[config.mk]
export PLATFORM = sky130hd
export DESIGN_NAME = sync_framed_byte_deframer_flat
export DESIGN_NICKNAME = d
export VERILOG_FILES = /design/src/rtl/sfd_pkg.sv /design/src/rtl/sfd_if.sv /design/src/rtl/sfd_csr.sv /design/src/rtl/sfd_parser.sv /design/src/rtl/sfd_outbuf.sv /design/src/rtl/sync_framed_byte_deframer.sv /design/src/flat_wrapper.sv
export SDC_FILE = /design/constraint.sdc
export NUM_CORES = 1
export LEC_CHECK = 0
export BUFFER_PORTS_ARGS = -buffer_cell sky130_fd_sc_hd__buf_2
export CORE_ASPECT_RATIO = 1.5
export CORE_MARGIN = 2
export CORE_UTILIZATION = 53
export CTS_BUF_LIST = sky130_fd_sc_hd__clkbuf_2 sky130_fd_sc_hd__clkbuf_4 sky130_fd_sc_hd__clkbuf_8
export DETAILED_ROUTE_END_ITERATION = 8
export PLACE_DENSITY = 0.79
export SETUP_SLACK_MARGIN = 0.3
export SYNTH_ARGS = -nofsm -noshare
export SYNTH_HDL_FRONTEND = slang
export SYNTH_SLANG_ARGS = --single-unit
[constraint.sdc]
create_clock -name clock -period 3.5 [get_ports clock]
set_input_delay 0.525 -clock clock [delete_from_list [all_inputs] [get_ports clock]]
set_output_delay 0.525 -clock clock [all_outputs]
set_load 0.005 [all_outputs]
[src/rtl/sfd_pkg.sv]
// ----------------------------------------------------------------------------
// sfd_pkg
// Shared types and constants for the sync-framed byte deframer.
// ----------------------------------------------------------------------------
package sfd_pkg;

   localparam int unsigned CSR_ADDR_W = 4;
   localparam int unsigned CSR_DATA_W = 32;

   typedef enum logic [1:0] {
      REG_SYNC_FIRST  = 2'd0,
      REG_SYNC_SECOND = 2'd1,
      REG_ACK_COMMAND = 2'd2
   } reg_index_type;

   localparam logic [7:0] SYNC_FIRST_RST  = 8'hAA;
   localparam logic [7:0] SYNC_SECOND_RST = 8'h55;
   localparam logic [7:0] ACK_COMMAND_RST = 8'h00;

   typedef enum logic [2:0] {
      PH_HUNT = 3'd0,
      PH_CMD  = 3'd1,
      PH_LEN  = 3'd2,
      PH_PAY  = 3'd3,
      PH_CHK  = 3'd4
   } phase_type;

   typedef enum logic [1:0] {
      KIND_PAYLOAD = 2'd0,
      KIND_GOOD    = 2'd1,
      KIND_BAD     = 2'd2,
      KIND_ABANDON = 2'd3
   } kind_type;

   typedef struct packed {
      logic [7:0] sync_first;
      logic [7:0] sync_second;
      logic [7:0] ack_command;
   } cfg_type;

   typedef struct packed {
      kind_type   kind;
      logic [7:0] command;
      logic [7:0] length;
      logic [7:0] payload_byte;
      logic [7:0] byte_index;
      logic       send_ack;
      logic       peer_ack;
   } rsp_type;

endpackage

[src/rtl/sfd_if.sv]
// ----------------------------------------------------------------------------
// sfd_if
// Valid/ready channel interfaces for received bytes and deframer results.
// ----------------------------------------------------------------------------
interface sfd_req_if;
   logic       valid;
   logic       ready;
   logic [7:0] rx_byte;

   modport source (output valid, output rx_byte, input ready);
   modport sink   (input valid, input rx_byte, output ready);
endinterface

interface sfd_rsp_if;
   logic       valid;
   logic       ready;
   logic [1:0] kind;
   logic [7:0] command;
   logic [7:0] length;
   logic [7:0] payload_byte;
   logic [7:0] byte_index;
   logic       send_ack;
   logic       peer_ack;

   modport source (output valid, output kind, output command, output length,
                   output payload_byte, output byte_index, output send_ack,
                   output peer_ack, input ready);
   modport sink   (input valid, input kind, input command, input length,
                   input payload_byte, input byte_index, input send_ack,
                   input peer_ack, output ready);
endinterface

[src/rtl/sfd_csr.sv]
// ----------------------------------------------------------------------------
// sfd_csr
// APB register file: sync byte values and acknowledge command code.
// ----------------------------------------------------------------------------
module sfd_csr (
   input  logic                              clock,
   input  logic                              reset,
   input  logic                              psel,
   input  logic                              penable,
   input  logic                              pwrite,
   input  logic [sfd_pkg::CSR_ADDR_W-1:0]    paddr,
   input  logic [sfd_pkg::CSR_DATA_W-1:0]    pwdata,
   output logic [sfd_pkg::CSR_DATA_W-1:0]    prdata,
   output logic                              pready,
   output sfd_pkg::cfg_type                  cfg
);
   import sfd_pkg::*;

   cfg_type       cfg_ff;
   cfg_type       cfg_in;
   reg_index_type reg_sel;
   logic          wr_en;

   assign reg_sel = reg_index_type'(paddr[3:2]);
   assign wr_en   = psel & penable & pwrite;
   assign pready  = 1'b1;
   assign cfg     = cfg_ff;

   always_comb begin
      cfg_in = cfg_ff;
      if (wr_en) begin
         case (reg_sel)
            REG_SYNC_FIRST:  cfg_in.sync_first  = pwdata[7:0];
            REG_SYNC_SECOND: cfg_in.sync_second = pwdata[7:0];
            REG_ACK_COMMAND: cfg_in.ack_command = pwdata[7:0];
            default: ;
         endcase
      end
   end

   always_comb begin
      case (reg_sel)
         REG_SYNC_FIRST:  prdata = {24'd0, cfg_ff.sync_first};
         REG_SYNC_SECOND: prdata = {24'd0, cfg_ff.sync_second};
         REG_ACK_COMMAND: prdata = {24'd0, cfg_ff.ack_command};
         default:         prdata = '0;
      endcase
   end

   always_ff @(posedge clock) begin
      if (reset) begin
         cfg_ff.sync_first  <= SYNC_FIRST_RST;
         cfg_ff.sync_second <= SYNC_SECOND_RST;
         cfg_ff.ack_command <= ACK_COMMAND_RST;
      end else begin
         cfg_ff <= cfg_in;
      end
   end

endmodule

[src/rtl/sfd_parser.sv]
// ----------------------------------------------------------------------------
// sfd_parser
// Frame state machine, running checksum and result formation per byte.
// ----------------------------------------------------------------------------
module sfd_parser (
   input  logic             clock,
   input  logic             reset,
   input  sfd_pkg::cfg_type cfg,
   input  logic             accept,
   input  logic [7:0]       rx_byte,
   output logic             res_valid,
   output sfd_pkg::rsp_type res
);
   import sfd_pkg::*;

   phase_type  phase_ff,   phase_in;
   logic [7:0] prev_ff,    prev_in;
   logic [7:0] cmd_ff,     cmd_in;
   logic [7:0] len_ff,     len_in;
   logic [7:0] count_ff,   count_in;
   logic [7:0] sum_ff,     sum_in;
   logic       sync_hit;
   logic [7:0] count_inc;
   logic [7:0] sum_add;

   assign sync_hit  = (prev_ff == cfg.sync_first) && (rx_byte == cfg.sync_second);
   assign count_inc = count_ff + 8'd1;
   assign sum_add   = sum_ff + rx_byte;

   // next state
   always_comb begin
      phase_in = phase_ff;
      prev_in  = prev_ff;
      cmd_in   = cmd_ff;
      len_in   = len_ff;
      count_in = count_ff;
      sum_in   = sum_ff;
      if (accept) begin
         prev_in = rx_byte;
         if (sync_hit) begin
            phase_in = PH_CMD;
         end else begin
            case (phase_ff)
               PH_CMD: begin
                  cmd_in   = rx_byte;
                  sum_in   = rx_byte;
                  phase_in = PH_LEN;
               end
               PH_LEN: begin
                  len_in   = rx_byte;
                  sum_in   = sum_add;
                  count_in = '0;
                  phase_in = (rx_byte != 8'd0) ? PH_PAY : PH_CHK;
               end
               PH_PAY: begin
                  sum_in   = sum_add;
                  count_in = count_inc;
                  if (count_inc >= len_ff) begin
                     phase_in = PH_CHK;
                  end
               end
               PH_CHK:  phase_in = PH_HUNT;
               default: phase_in = phase_ff;
            endcase
         end
      end
   end

   // outputs
   always_comb begin
      res_valid        = 1'b0;
      res.kind         = KIND_PAYLOAD;
      res.command      = cmd_ff;
      res.length       = len_ff;
      res.payload_byte = '0;
      res.byte_index   = '0;
      res.send_ack     = 1'b0;
      res.peer_ack     = 1'b0;
      if (accept) begin
         if (sync_hit) begin
            if (phase_ff == PH_PAY || phase_ff == PH_CHK) begin
               res_valid = 1'b1;
               res.kind  = KIND_ABANDON;
            end
         end else begin
            case (phase_ff)
               PH_PAY: begin
                  res_valid        = 1'b1;
                  res.payload_byte = rx_byte;
                  res.byte_index   = count_ff;
               end
               PH_CHK: begin
                  res_valid = 1'b1;
                  if (rx_byte == sum_ff) begin
                     res.kind     = KIND_GOOD;
                     res.send_ack = 1'b1;
                     res.peer_ack = (cmd_ff == cfg.ack_command);
                  end else begin
                     res.kind = KIND_BAD;
                  end
               end
               default: res_valid = 1'b0;
            endcase
         end
      end
   end

   always_ff @(posedge clock) begin
      if (reset) begin
         phase_ff <= PH_HUNT;
         prev_ff  <= '0;
         cmd_ff   <= '0;
         len_ff   <= '0;
         count_ff <= '0;
         sum_ff   <= '0;
      end else begin
         phase_ff <= phase_in;
         prev_ff  <= prev_in;
         cmd_ff   <= cmd_in;
         len_ff   <= len_in;
         count_ff <= count_in;
         sum_ff   <= sum_in;
      end
   end

   a_prev_tracks: assert property (@(posedge clock) disable iff (reset)
      accept |=> prev_ff == $past(rx_byte))
      else $error("previous byte not captured");

   a_payload_phase: assert property (@(posedge clock) disable iff (reset)
      res_valid && res.kind == KIND_PAYLOAD |-> phase_ff == PH_PAY && !sync_hit)
      else $error("payload transaction outside payload phase");

   a_verdict_hunts: assert property (@(posedge clock) disable iff (reset)
      accept && !sync_hit && phase_ff == PH_CHK |=> phase_ff == PH_HUNT)
      else $error("no return to hunting after verdict");

   a_count_bound: assert property (@(posedge clock) disable iff (reset)
      phase_ff == PH_PAY |-> count_ff < len_ff)
      else $error("payload count past frame length");

endmodule

[src/rtl/sfd_outbuf.sv]
// ----------------------------------------------------------------------------
// sfd_outbuf
// Result register with skid stage; decouples input ready from result stall.
// ----------------------------------------------------------------------------
module sfd_outbuf (
   input  logic             clock,
   input  logic             reset,
   input  logic             push,
   input  sfd_pkg::rsp_type push_data,
   output logic             can_accept,
   output logic             out_valid,
   output sfd_pkg::rsp_type out_data,
   input  logic             out_ready
);
   import sfd_pkg::*;

   logic    head_valid_ff, head_valid_in;
   logic    skid_valid_ff, skid_valid_in;
   rsp_type head_ff,       head_in;
   rsp_type skid_ff,       skid_in;
   logic    head_free;

   assign head_free  = !head_valid_ff || out_ready;
   assign can_accept = !skid_valid_ff;
   assign out_valid  = head_valid_ff;
   assign out_data   = head_ff;

   always_comb begin
      head_valid_in = head_valid_ff;
      skid_valid_in = skid_valid_ff;
      head_in       = head_ff;
      skid_in       = skid_ff;
      if (head_free) begin
         if (skid_valid_ff) begin
            head_valid_in = 1'b1;
            head_in       = skid_ff;
            skid_valid_in = 1'b0;
         end else begin
            head_valid_in = push;
            head_in       = push_data;
         end
      end else if (push) begin
         skid_valid_in = 1'b1;
         skid_in       = push_data;
      end
   end

   always_ff @(posedge clock) begin
      if (reset) begin
         head_valid_ff <= 1'b0;
         skid_valid_ff <= 1'b0;
      end else begin
         head_valid_ff <= head_valid_in;
         skid_valid_ff <= skid_valid_in;
      end
   end

   always_ff @(posedge clock) begin
      head_ff <= head_in;
      skid_ff <= skid_in;
   end

   a_skid_behind_head: assert property (@(posedge clock) disable iff (reset)
      skid_valid_ff |-> head_valid_ff)
      else $error("skid holds data with empty head");

   a_no_overrun: assert property (@(posedge clock) disable iff (reset)
      push |-> !skid_valid_ff)
      else $error("transaction pushed into full buffer");

   a_empty_head_no_skid: assert property (@(posedge clock) disable iff (reset)
      !head_valid_ff |=> !skid_valid_ff)
      else $error("skid filled while head empty");

endmodule

[src/rtl/sync_framed_byte_deframer.sv]
// ----------------------------------------------------------------------------
// sync_framed_byte_deframer
// Recognizes sync-framed packets with additive checksum in a byte stream.
// ----------------------------------------------------------------------------
// Throughput: one byte per cycle if the skid entry is empty; frame state and
// running sum update per byte. Results are registered in the buffer head.
// A two-entry result buffer keeps req ready while one result is stalled.
// Reset: synchronous; phase to hunting, byte/sum registers to zero, sync
// registers to 0xAA/0x55 and acknowledge command to 0x00.
module sync_framed_byte_deframer (
   input  logic                           clock,
   input  logic                           reset,
   sfd_req_if.sink                        req_chan,
   sfd_rsp_if.source                      rsp_chan,
   input  logic                           psel,
   input  logic                           penable,
   input  logic                           pwrite,
   input  logic [sfd_pkg::CSR_ADDR_W-1:0] paddr,
   input  logic [sfd_pkg::CSR_DATA_W-1:0] pwdata,
   output logic [sfd_pkg::CSR_DATA_W-1:0] prdata,
   output logic                           pready
);
   import sfd_pkg::*;

   cfg_type cfg;
   logic    accept;
   logic    can_accept;
   logic    res_valid;
   rsp_type res;
   rsp_type out_data;

   assign req_chan.ready = can_accept;
   assign accept         = req_chan.valid & can_accept;

   sfd_csr u_csr (
      .clock   (clock),
      .reset   (reset),
      .psel    (psel),
      .penable (penable),
      .pwrite  (pwrite),
      .paddr   (paddr),
      .pwdata  (pwdata),
      .prdata  (prdata),
      .pready  (pready),
      .cfg     (cfg)
   );

   sfd_parser u_parser (
      .clock     (clock),
      .reset     (reset),
      .cfg       (cfg),
      .accept    (accept),
      .rx_byte   (req_chan.rx_byte),
      .res_valid (res_valid),
      .res       (res)
   );

   sfd_outbuf u_outbuf (
      .clock      (clock),
      .reset      (reset),
      .push       (res_valid),
      .push_data  (res),
      .can_accept (can_accept),
      .out_valid  (rsp_chan.valid),
      .out_data   (out_data),
      .out_ready  (rsp_chan.ready)
   );

   assign rsp_chan.kind         = out_data.kind;
   assign rsp_chan.command      = out_data.command;
   assign rsp_chan.length       = out_data.length;
   assign rsp_chan.payload_byte = out_data.payload_byte;
   assign rsp_chan.byte_index   = out_data.byte_index;
   assign rsp_chan.send_ack     = out_data.send_ack;
   assign rsp_chan.peer_ack     = out_data.peer_ack;

endmodule
[src/flat_wrapper.sv]
// flat-port wrapper written by rule: the top's interface ports become plain ports
module sync_framed_byte_deframer_flat import sfd_pkg::*;
  (clock, reset, psel, penable, pwrite, paddr, pwdata, prdata, pready, req_chan_valid, req_chan_rx_byte, req_chan_ready, rsp_chan_valid, rsp_chan_kind, rsp_chan_command, rsp_chan_length, rsp_chan_payload_byte, rsp_chan_byte_index, rsp_chan_send_ack, rsp_chan_peer_ack, rsp_chan_ready);
  sfd_req_if req_chan_i ();
  sfd_rsp_if rsp_chan_i ();
  input  logic clock;
  input  logic reset;
  input  logic psel;
  input  logic penable;
  input  logic pwrite;
  input  logic [sfd_pkg::CSR_ADDR_W-1:0] paddr;
  input  logic [sfd_pkg::CSR_DATA_W-1:0] pwdata;
  output logic [sfd_pkg::CSR_DATA_W-1:0] prdata;
  output logic pready;
  input wire logic [$bits(req_chan_i.valid)-1:0] req_chan_valid;
  input wire logic [$bits(req_chan_i.rx_byte)-1:0] req_chan_rx_byte;
  output wire logic [$bits(req_chan_i.ready)-1:0] req_chan_ready;
  output wire logic [$bits(rsp_chan_i.valid)-1:0] rsp_chan_valid;
  output wire logic [$bits(rsp_chan_i.kind)-1:0] rsp_chan_kind;
  output wire logic [$bits(rsp_chan_i.command)-1:0] rsp_chan_command;
  output wire logic [$bits(rsp_chan_i.length)-1:0] rsp_chan_length;
  output wire logic [$bits(rsp_chan_i.payload_byte)-1:0] rsp_chan_payload_byte;
  output wire logic [$bits(rsp_chan_i.byte_index)-1:0] rsp_chan_byte_index;
  output wire logic [$bits(rsp_chan_i.send_ack)-1:0] rsp_chan_send_ack;
  output wire logic [$bits(rsp_chan_i.peer_ack)-1:0] rsp_chan_peer_ack;
  input wire logic [$bits(rsp_chan_i.ready)-1:0] rsp_chan_ready;
  assign req_chan_i.valid = req_chan_valid;
  assign req_chan_i.rx_byte = req_chan_rx_byte;
  assign req_chan_ready = req_chan_i.ready;
  assign rsp_chan_valid = rsp_chan_i.valid;
  assign rsp_chan_kind = rsp_chan_i.kind;
  assign rsp_chan_command = rsp_chan_i.command;
  assign rsp_chan_length = rsp_chan_i.length;
  assign rsp_chan_payload_byte = rsp_chan_i.payload_byte;
  assign rsp_chan_byte_index = rsp_chan_i.byte_index;
  assign rsp_chan_send_ack = rsp_chan_i.send_ack;
  assign rsp_chan_peer_ack = rsp_chan_i.peer_ack;
  assign rsp_chan_i.ready = rsp_chan_ready;
  sync_framed_byte_deframer u_core (.clock(clock), .reset(reset), .req_chan(req_chan_i), .rsp_chan(rsp_chan_i), .psel(psel), .penable(penable), .pwrite(pwrite), .paddr(paddr), .pwdata(pwdata), .prdata(prdata), .pready(pready));
endmodule
==> metrics.txt, run 1 <==
status=complete, no violations; Starting DRT DRC Count=441; total global routing overflow=0; Synth Flop Type=edfxtp_1; final setup violation count=0; Clock Tree Root=clkbuf_8; CTS H-tree lvls=4; initial antenna violation count=0; post-route clock period utilization=84.4%; largest net degree at the start of global routing=59; Die H=145 microns; Post-synth EDFFs=72; PwrDens=500 nW/um^2; worst hold start=pwdata[7]; area grow syn2layout=9.40%; Max Slew Vio Count=0; Synth Cell Area=6990 sq um; Setup crit start=u_core.u_parser.count_ff[0]$_SDFFE_PP0P_; Detailed Routing Iterations Pass 1=5; Clock Pin Slew Worst Setup and Hold Paths=0.08 ns; max_slew headroom=32.8%; Setup CP Type=reg2reg; cells taking the most area after synthesis=edfxtp_1, dfxtp_1, a21oi_1; Peak supply drop=281 uV; Crit-path slowest cell=dfxtp_1; commonest non-fill, non-tap cell in the layout=edfxtp_1; Crit path required time=3.85 ns; Mapped Avg Cell Area=10.4 sq um; Synth top area share=30.9%; Tmin final=2.95 ns; Fmax=338 MHz; RSZ-0062 raised after global routing=false; crit path cell chain=ha_1 -> nand3_1 -> nor2_1 -> xor2_1 -> ha_1 -> a21oi_1 -> o21ai_0 -> o31a_1 -> o31a_1 -> o221a_2; max-cap violation count=0; CP Buf/Inv Count=0; Reg2Reg Setup Slack=0.55 ns; DRT antenna net count=0; post-cts resize count=0; footprint of the multi-input gates=3000 sq um; Seq. cell area=3540 sq um; Synth area leader=edfxtp_1; Critical Path AT=3.30 ns; worst skew pair latency=0.45 ns; Clock Path Buffers=2; vias in the first global route=5,065; routed vias=5,272; FF+latch count, synth=141; Setup Total Neg Slack=0 ns; delay-heaviest family, CP=compound AO/OA/AOI/OAI gates; hold_ws=0.335 ns; DP Area=7280 sq um; CP Max Fanout=8; hold_buf cts=0; Placed Cells incl. Taps=862; Cells after Synth=670; Netlist cell types=73; nets@finish=790; Post-CTS Setup Bufs=0; reg2reg start=u_core.u_parser.count_ff[0]$_SDFFE_PP0P_; Worst-Margin Slew=1.01 ns; fill count=1,073; # clock sinks=141; # diodes=0; I/O pin count=122; Yosys Warn Count=0; startpoint types=flop; Post-synth ARST share=0%; Die Footprint=14,100 sq um; DR WL/cell=17.6 microns; Placer Congestion=0.895; sequential fraction of the synthesis area=50.7%; Leak=3.11 nW; most frequent cells in the layout=edfxtp_1, buf_2, dfxtp_1, nand2_1, a21oi_1; final wirelength=15,700 microns; # DRC=0; Tot GR Track Use=22.3%; core region area=13,000 sq um; hold crit path type=in2reg; Initial Utilization=54.0%; Fin. Hold Viols=0; port bufs=70; Final Cell Area=7650 sq um; Via density=5.90; Design Power=0.00382 W; share of cells above drive strength 1=19.3%; post-detail-place hpwl=10,800 microns; largest stage delay on the critical path=0.50 ns; Die Wd=97.8 microns; Worst Setup End Kind=flop; Fin Clk Skew=0.00935 ns; CTS tree=built; Row Count=51; global-route wire length before repair=24,800 microns; final std cells w/o fill=894; CTS Buf Count=17
==> registers in the layout, summed over array words and instances (netlist names) <==
name	count
u_core.u_parser.len_ff	8
u_core.u_outbuf.skid_ff	36
u_core.u_parser.prev_ff	8
u_core.u_parser.count_ff	8
u_core.u_outbuf.out_valid	1
u_core.u_parser.cmd_ff	8
u_core.u_outbuf.out_data	36
u_core.u_parser.sum_ff	8
u_core.u_outbuf.skid_valid_ff	1
u_core.u_parser.phase_ff	3
u_core.u_csr.cfg	24
==> per-layer routing <==
layer  wire length (microns)  share of wire [%]  vias up  global-route usage, %
li1                        -                  -     2500                      -
met1                    5970                 38     2481                   24.4
met2                    8060                 51      233                   39.2
met3                     942                6.0       58                   4.78
met4                     729                4.6        0                   14.1
met5                       0                  0        -                      0
==> cell families after synthesis <==
kind of cell             count (synthesis)  share of synthesized area (%)
AO/OA/AOI/OAI                          153                           14.1
XOR/XNOR                                31                           3.88
adder cells (fa/ha/maj)                 17                           3.15
buffers and inverters                   94                           7.75
flip-flops                             141                           50.7
multiplexers                            33                           4.89
other                                    2                          0.107
AND/OR/NAND/NOR                        199                           15.4
==> cells in the mapped netlist, drive strengths merged (9+ instances only) <==
master,count
edfxtp,72
dfxtp,69
nand2,62
a21oi,48
buf,47
o21ai,43
nand3,37
xor2,27
clkbuf,26
mux2i,24
nor2,24
inv,21
nor4,19
ha,16
and2,14
nor3,14
a22o,12
mux2,9
==> cell type report <==
| cell class | instances | area share, % |
|---|---|---|
| well taps | 159 | 2.60 |
| multi-input cells | 458 | 39.2 |
| inverters | 21 | 1.03 |
| clock buffers | 19 | 3.42 |
| flip-flops and latches | 141 | 46.3 |
| clock inverters | 13 | 1.41 |
| repair buffers | 83 | 6.02 |
==> report_power, final <==
part	internal [W]	switching, W	total [W]
sequential	0.00182	0.0000911	0.00191
combinational	0.000273	0.000425	0.000698
clock	0.000540	0.000669	0.00121
total	0.00263	0.00119	0.00382
==> tightest hold or removal path: cells and delay by family <==
family                 cells  cell delay, ns
buffers and inverters      1            0.11
muxes                      1            0.07
and+or+nand+nor            1            0.06
==> per-stage QoR <==
step                      util [%]  worst slack, ns
after CTS                     59.0            0.584
after floorplan                  -            0.557
after global routing          59.0            0.321
after detailed placement      56.2            0.603
after global placement        56.2            0.729
final                         59.0            0.546
==> path summary, 6_finish.rpt <==
kind / cells past startpoint / end
setup / recovery: 10 / u_core.u_parser.phase_ff[0]$_SDFFE_PP0P_
hold / removal: 3 / u_core.u_csr.cfg[23]$_SDFFE_PP1P_
setup reg to reg: 10 / u_core.u_parser.phase_ff[0]$_SDFFE_PP0P_
hold reg to reg: 0 / u_core.u_outbuf.skid_ff[22]$_DFFE_PP_
(Power assumes the default switching activity.)
==> run 2, diff against run 1 <==
- clock period: 3.5 -> 2.65 ns (I/O delays scaled with it)
==> metrics.txt, run 2 (synthesis gave the netlist of run 1 again) <==
# diodes=0 (unchanged); Tmin final=2.41 ns (-0.541 ns); total global routing overflow=0 (unchanged); commonest non-fill, non-tap cell in the layout=edfxtp_1; I/O pin count=122 (unchanged); worst skew pair latency=0.46 ns (about the same); Final Cell Area=8010 sq um (+4.8%); final wirelength=16,600 microns (+5.4%); nets@finish=820 (+3.8%); Fin Clk Skew=0.0113 ns (+0.00198 ns); routed vias=5,498 (+4.3%); Starting DRT DRC Count=680 (+54%); Fin. Hold Viols=0 (unchanged); Die H=145 microns (unchanged); Critical Path AT=2.81 ns (-0.49 ns); DR WL/cell=17.9 microns (+1.9%); Setup CP Type=reg2reg; Crit-path slowest cell=dfxtp_4; Clock Path Buffers=2 (unchanged); Die Footprint=14,100 sq um (unchanged); vias in the first global route=5,264 (+3.9%); Placer Congestion=0.907 (+1.3%); final setup violation count=0 (unchanged); Die Wd=97.8 microns (unchanged); # DRC=0 (unchanged); Detailed Routing Iterations Pass 1=5 (unchanged); Initial Utilization=54.0% (unchanged); DRT antenna net count=0 (unchanged); post-detail-place hpwl=11,300 microns (+5.5%); initial antenna violation count=0 (unchanged); DP Area=7430 sq um (+2.1%); status=complete, no violations; crit path cell chain=and3_4 -> nand3_4 -> nor2_4 -> xor2_2 -> ha_4 -> nand4_1 -> o21ai_1 -> o31a_1 -> buf_4 -> o211ai_1 -> o221a_2; most frequent cells in the layout=edfxtp_1, buf_2, dfxtp_1, nand2_1, a21oi_1; Setup Total Neg Slack=0 ns (unchanged); port bufs=70 (unchanged); hold_buf cts=0 (unchanged); core region area=13,000 sq um (unchanged); Tot GR Track Use=23.4% (+1.1 points); max_slew headroom=49.6% (+17 points); Fmax=414 MHz (+22%); Clock Tree Root=clkbuf_8; largest stage delay on the critical path=0.38 ns (-0.12 ns); area grow syn2layout=14.7%; share of cells above drive strength 1=25.1% (+5.8 points); # clock sinks=141 (unchanged); Crit path required time=3.05 ns (-0.80 ns); Row Count=51 (unchanged); Clock Pin Slew Worst Setup and Hold Paths=0.09 ns (about the same); Via density=5.95 (+0.90%); Max Slew Vio Count=0 (unchanged); global-route wire length before repair=26,000 microns (+4.8%); RSZ-0062 raised after global routing=true; Worst-Margin Slew=0.751 ns (-0.256 ns); startpoint types=flop; largest net degree at the start of global routing=59 (unchanged); PwrDens=652 nW/um^2 (+31%); post-route clock period utilization=91.1% (+6.7 points); CTS Buf Count=17 (unchanged); CTS H-tree lvls=4 (unchanged); CP Max Fanout=4 (-4); Worst Setup End Kind=flop; max-cap violation count=0 (unchanged); Peak supply drop=419 uV (+49%); final std cells w/o fill=924 (+3.4%); Design Power=0.00523 W (+37%); pre-CTS setup slack=0.0233 ns (-0.580 ns); Placed Cells incl. Taps=878 (+1.9%); CTS tree=built; Leak=3.30 nW (+5.9%); Reg2Reg Setup Slack=0.24 ns (-0.31 ns); fin worst setup slack=0.236 ns (-0.309 ns); hold crit path type=in2reg
-- run 2: layout make-up --
cell class | instances | area (sq um)
multi-input combinational | 459 | 3120
fill | 1038 | 4940
timing repair buffer | 112 | 678
tap | 159 | 199
sequential | 141 | 3560
clock inverter | 14 | 134
inverter | 21 | 78.8
clock buffer | 18 | 248
-- run 2: power by group --
part / total (W) / internal (W) / switching (W) / leakage (nW)
clock: 0.00166 / 0.000783 / 0.000877 / 0.196
sequential: 0.00248 / 0.00240 / 0.0000808 / 1.33
combinational: 0.00108 / 0.000442 / 0.000639 / 1.77
total: 0.00523 / 0.00363 / 0.00160 / 3.30
-- run 2: layer usage --
metal / vias to the layer above / track usage (%) / wire [microns]
met3: 70 / 4.83 / 1050
met4: 0 / 12.9 / 697
met1: 2570 / 26.0 / 6170
li1: 2565 / - / -
met2: 293 / 41.7 / 8640
met5: - / 0 / 0
-- run 2: critical path, delay by kind of cell (launching register included) --
kind	cells	cell delay (ns)
flops	1	0.38
buf+inv	1	0.14
simple gates	4	0.54
compound gates	4	0.84
fa+ha+maj	1	0.24
xor+xnor	1	0.22
-- run 2: worst paths after layout --
check | startpoint | cells past startpoint | endpoint
worst min register to register | u_core.u_parser.len_ff[7]$_SDFFE_PP0P_ | 0 | u_core.u_outbuf.skid_ff[25]$_DFFE_PP_
worst max-delay path | u_core.u_parser.count_ff[0]$_SDFFE_PP0P_ | 11 | u_core.u_parser.phase_ff[0]$_SDFFE_PP0P_
worst min-delay path | pwdata[3] | 3 | u_core.u_csr.cfg[19]$_SDFFE_PP1P_
worst max register to register | u_core.u_parser.count_ff[0]$_SDFFE_PP0P_ | 11 | u_core.u_parser.phase_ff[0]$_SDFFE_PP0P_
-- run 2: repair_timing --
action,CTS,global route
resized for setup,16,6
cloned,0,1
buffers inserted,11,2
endpoints found under the hold margin,0,0
pin swaps,11,9
endpoints found under the setup margin,3,16
-- run 2: through the flow --
step / utilization, % / hold slack, ns
6_report: 61.9 / 0.210
5_1_grt: 61.9 / 0.223
4_1_cts: 61.5 / 0.192
3_5_place_dp: 57.3 / 0.443
3_3_place_gp: 57.3 / 0.436
2_1_floorplan: - / 0.424
==> run 3, diff against run 2 <==
- CORE_ASPECT_RATIO: 1.5 -> default
- CTS_CLUSTER_DIAMETER: default -> 60
==> metrics.txt, run 3 (synthesis gave the netlist of run 1 again) <==
CTS tree=built; max-cap violation count=0 (unchanged); Leak=3.27 nW (-0.79%); startpoint types=flop; Die H=119 microns (-18%); Die Wd=119 microns (+22%); Clock Tree Root=clkbuf_8; # DRC=0 (unchanged); hold crit path type=in2reg; max_slew headroom=47.0% (-2.6 points); Crit path required time=3.01 ns (-0.04 ns); Fmax=424 MHz (+2.3%); port bufs=70 (unchanged); Die Footprint=14,100 sq um (-0.13%); Starting DRT DRC Count=425 (-38%); Critical Path AT=2.72 ns (-0.09 ns); DR WL/cell=17.3 microns (-3.6%); post-route clock period utilization=89.0% (-2.0 points); Initial Utilization=54.9% (+0.98 points); vias in the first global route=5,127 (-2.6%); share of cells above drive strength 1=24.0% (-1.1 points); most frequent cells in the layout=edfxtp_1, buf_2, dfxtp_1, nand2_1, a21oi_1; # diodes=0 (unchanged); Tmin final=2.36 ns (-0.0539 ns); Clock Pin Slew Worst Setup and Hold Paths=0.07 ns (-0.02 ns); pre-CTS setup slack=0.0735 ns (+0.0501 ns); R2R depth=10 (-1); Fin Clk Skew=0.00634 ns (-0.00500 ns); core region area=12,700 sq um (-1.8%); commonest non-fill, non-tap cell in the layout=edfxtp_1; Peak supply drop=439 uV (+4.7%); Detailed Routing Iterations Pass 1=7 (+2); Hold Path Stages=3 (unchanged); status=complete, no violations; DRT antenna net count=0 (unchanged); largest net degree at the start of global routing=45 (-24%); Setup Total Neg Slack=0 ns (unchanged); CTS H-tree lvls=4 (unchanged); # clock sinks=141 (unchanged); Via density=5.78 (-2.8%); CTS Buf Count=17 (unchanged); Setup CP Type=reg2reg; nets@finish=810 (-1.2%); total global routing overflow=0 (unchanged); RSZ-0062 raised after global routing=true; worst skew pair latency=0.46 ns (about the same); Worst-Margin Slew=0.792 ns (+0.0404 ns); Placer Congestion=0.955 (+5.2%); Clock Path Buffers=2 (unchanged); CP Max Fanout=4 (unchanged); area grow syn2layout=14.7% (about the same); PwrDens=675 nW/um^2 (+3.5%); I/O pin count=122 (unchanged); global-route wire length before repair=25,900 microns (-0.69%); final setup violation count=0 (unchanged); Max Slew Vio Count=0 (unchanged); routed vias=5,359 (-2.5%); DP Area=7380 sq um (-0.59%); Worst Setup End Kind=flop; Fin. Hold Viols=0 (unchanged); Row Count=41 (-20%); Tot GR Track Use=23.4% (+0.032 points); fin worst setup slack=0.290 ns (+0.0539 ns); post-detail-place hpwl=11,000 microns (-3.4%); initial antenna violation count=0 (unchanged); Final Cell Area=8020 sq um (about the same); final wirelength=16,000 microns (-3.3%)
## run 3: cell types whose count changed in the layout (fill, tap and decap cells not counted), moves of 2 or more
cell,delta
buf_4,-9
inv_6,-4
bufinv_16,+3
clkinv_4,-3
clkinv_2,+2
## run 3: path summary, 6_finish.rpt
kind | from | end | slack (ns)
hold / removal | pwdata[4] | u_core.u_csr.cfg[12]$_SDFFE_PP1P_ | 0.20
hold reg to reg | u_core.u_parser.len_ff[1]$_SDFFE_PP0P_ | u_core.u_outbuf.skid_ff[19]$_DFFE_PP_ | 0.46
setup / recovery | u_core.u_parser.count_ff[0]$_SDFFE_PP0P_ | u_core.u_parser.phase_ff[0]$_SDFFE_PP0P_ | 0.29
setup reg to reg | u_core.u_parser.count_ff[0]$_SDFFE_PP0P_ | u_core.u_parser.phase_ff[0]$_SDFFE_PP0P_ | 0.29
## run 3: repair_timing
| action | CTS | global route |
|---|---|---|
| endpoints found under the setup margin | 3 | 3 |
| pin swaps | 6 | 8 |
| resized for setup | 15 | 8 |
| gates cloned | 0 | 0 |
| hold buffers | 0 | 0 |
| hold endpoints to repair | 0 | 0 |
| buffers inserted | 7 | 5 |
## run 3: critical path, cell delays in order (launching register included)
cell,delay (ns)
dfxtp_4,0.39
and3_4,0.21
nand3_4,0.11
nor2_4,0.13
xor2_2,0.21
ha_4,0.24
nand4_1,0.07
o21ai_1,0.06
o31a_1,0.26
o31a_1,0.32
o221a_2,0.27
## run 3: metrics by stage
stage,hold WS (ns),cells,power (W),utilization (%)
finish,0.204,927,0.00541,63.0
global route,0.188,927,0.00566,63.0
CTS,0.181,922,0.00539,62.4
detailed placement,0.442,883,0.00352,58.0
global placement,0.436,883,0.00348,58.0
floorplan,0.424,693,0.00326,-
## run 3: cell type report
class / count / area, sq um
Clock buffer: 19 / 255
Clock inverter: 13 / 173
Fill cell: 1034 / 4710
Inverter: 21 / 78.8
Multi-Input combinational cell: 458 / 3130
Sequential cell: 141 / 3560
Tap cell: 172 / 215
Timing Repair Buffer: 103 / 611
## run 3: report_power, final
group / internal (W) / total [W] / switching (W)
Clock: 0.00105 / 0.00186 / 0.000810
Sequential: 0.00240 / 0.00250 / 0.0000964
Combinational: 0.000439 / 0.00105 / 0.000612
## run 3: layer usage
layer | vias up | track usage [%] | wire length [microns] | part of all wire [%]
met2 | 207 | 37.9 | 7920 | 50
met3 | 32 | 4.98 | 1040 | 6.5
met5 | - | 0 | 0 | 0
met1 | 2590 | 30.2 | 6690 | 42
met4 | 0 | 10.6 | 354 | 2.2
li1 | 2530 | - | - | -
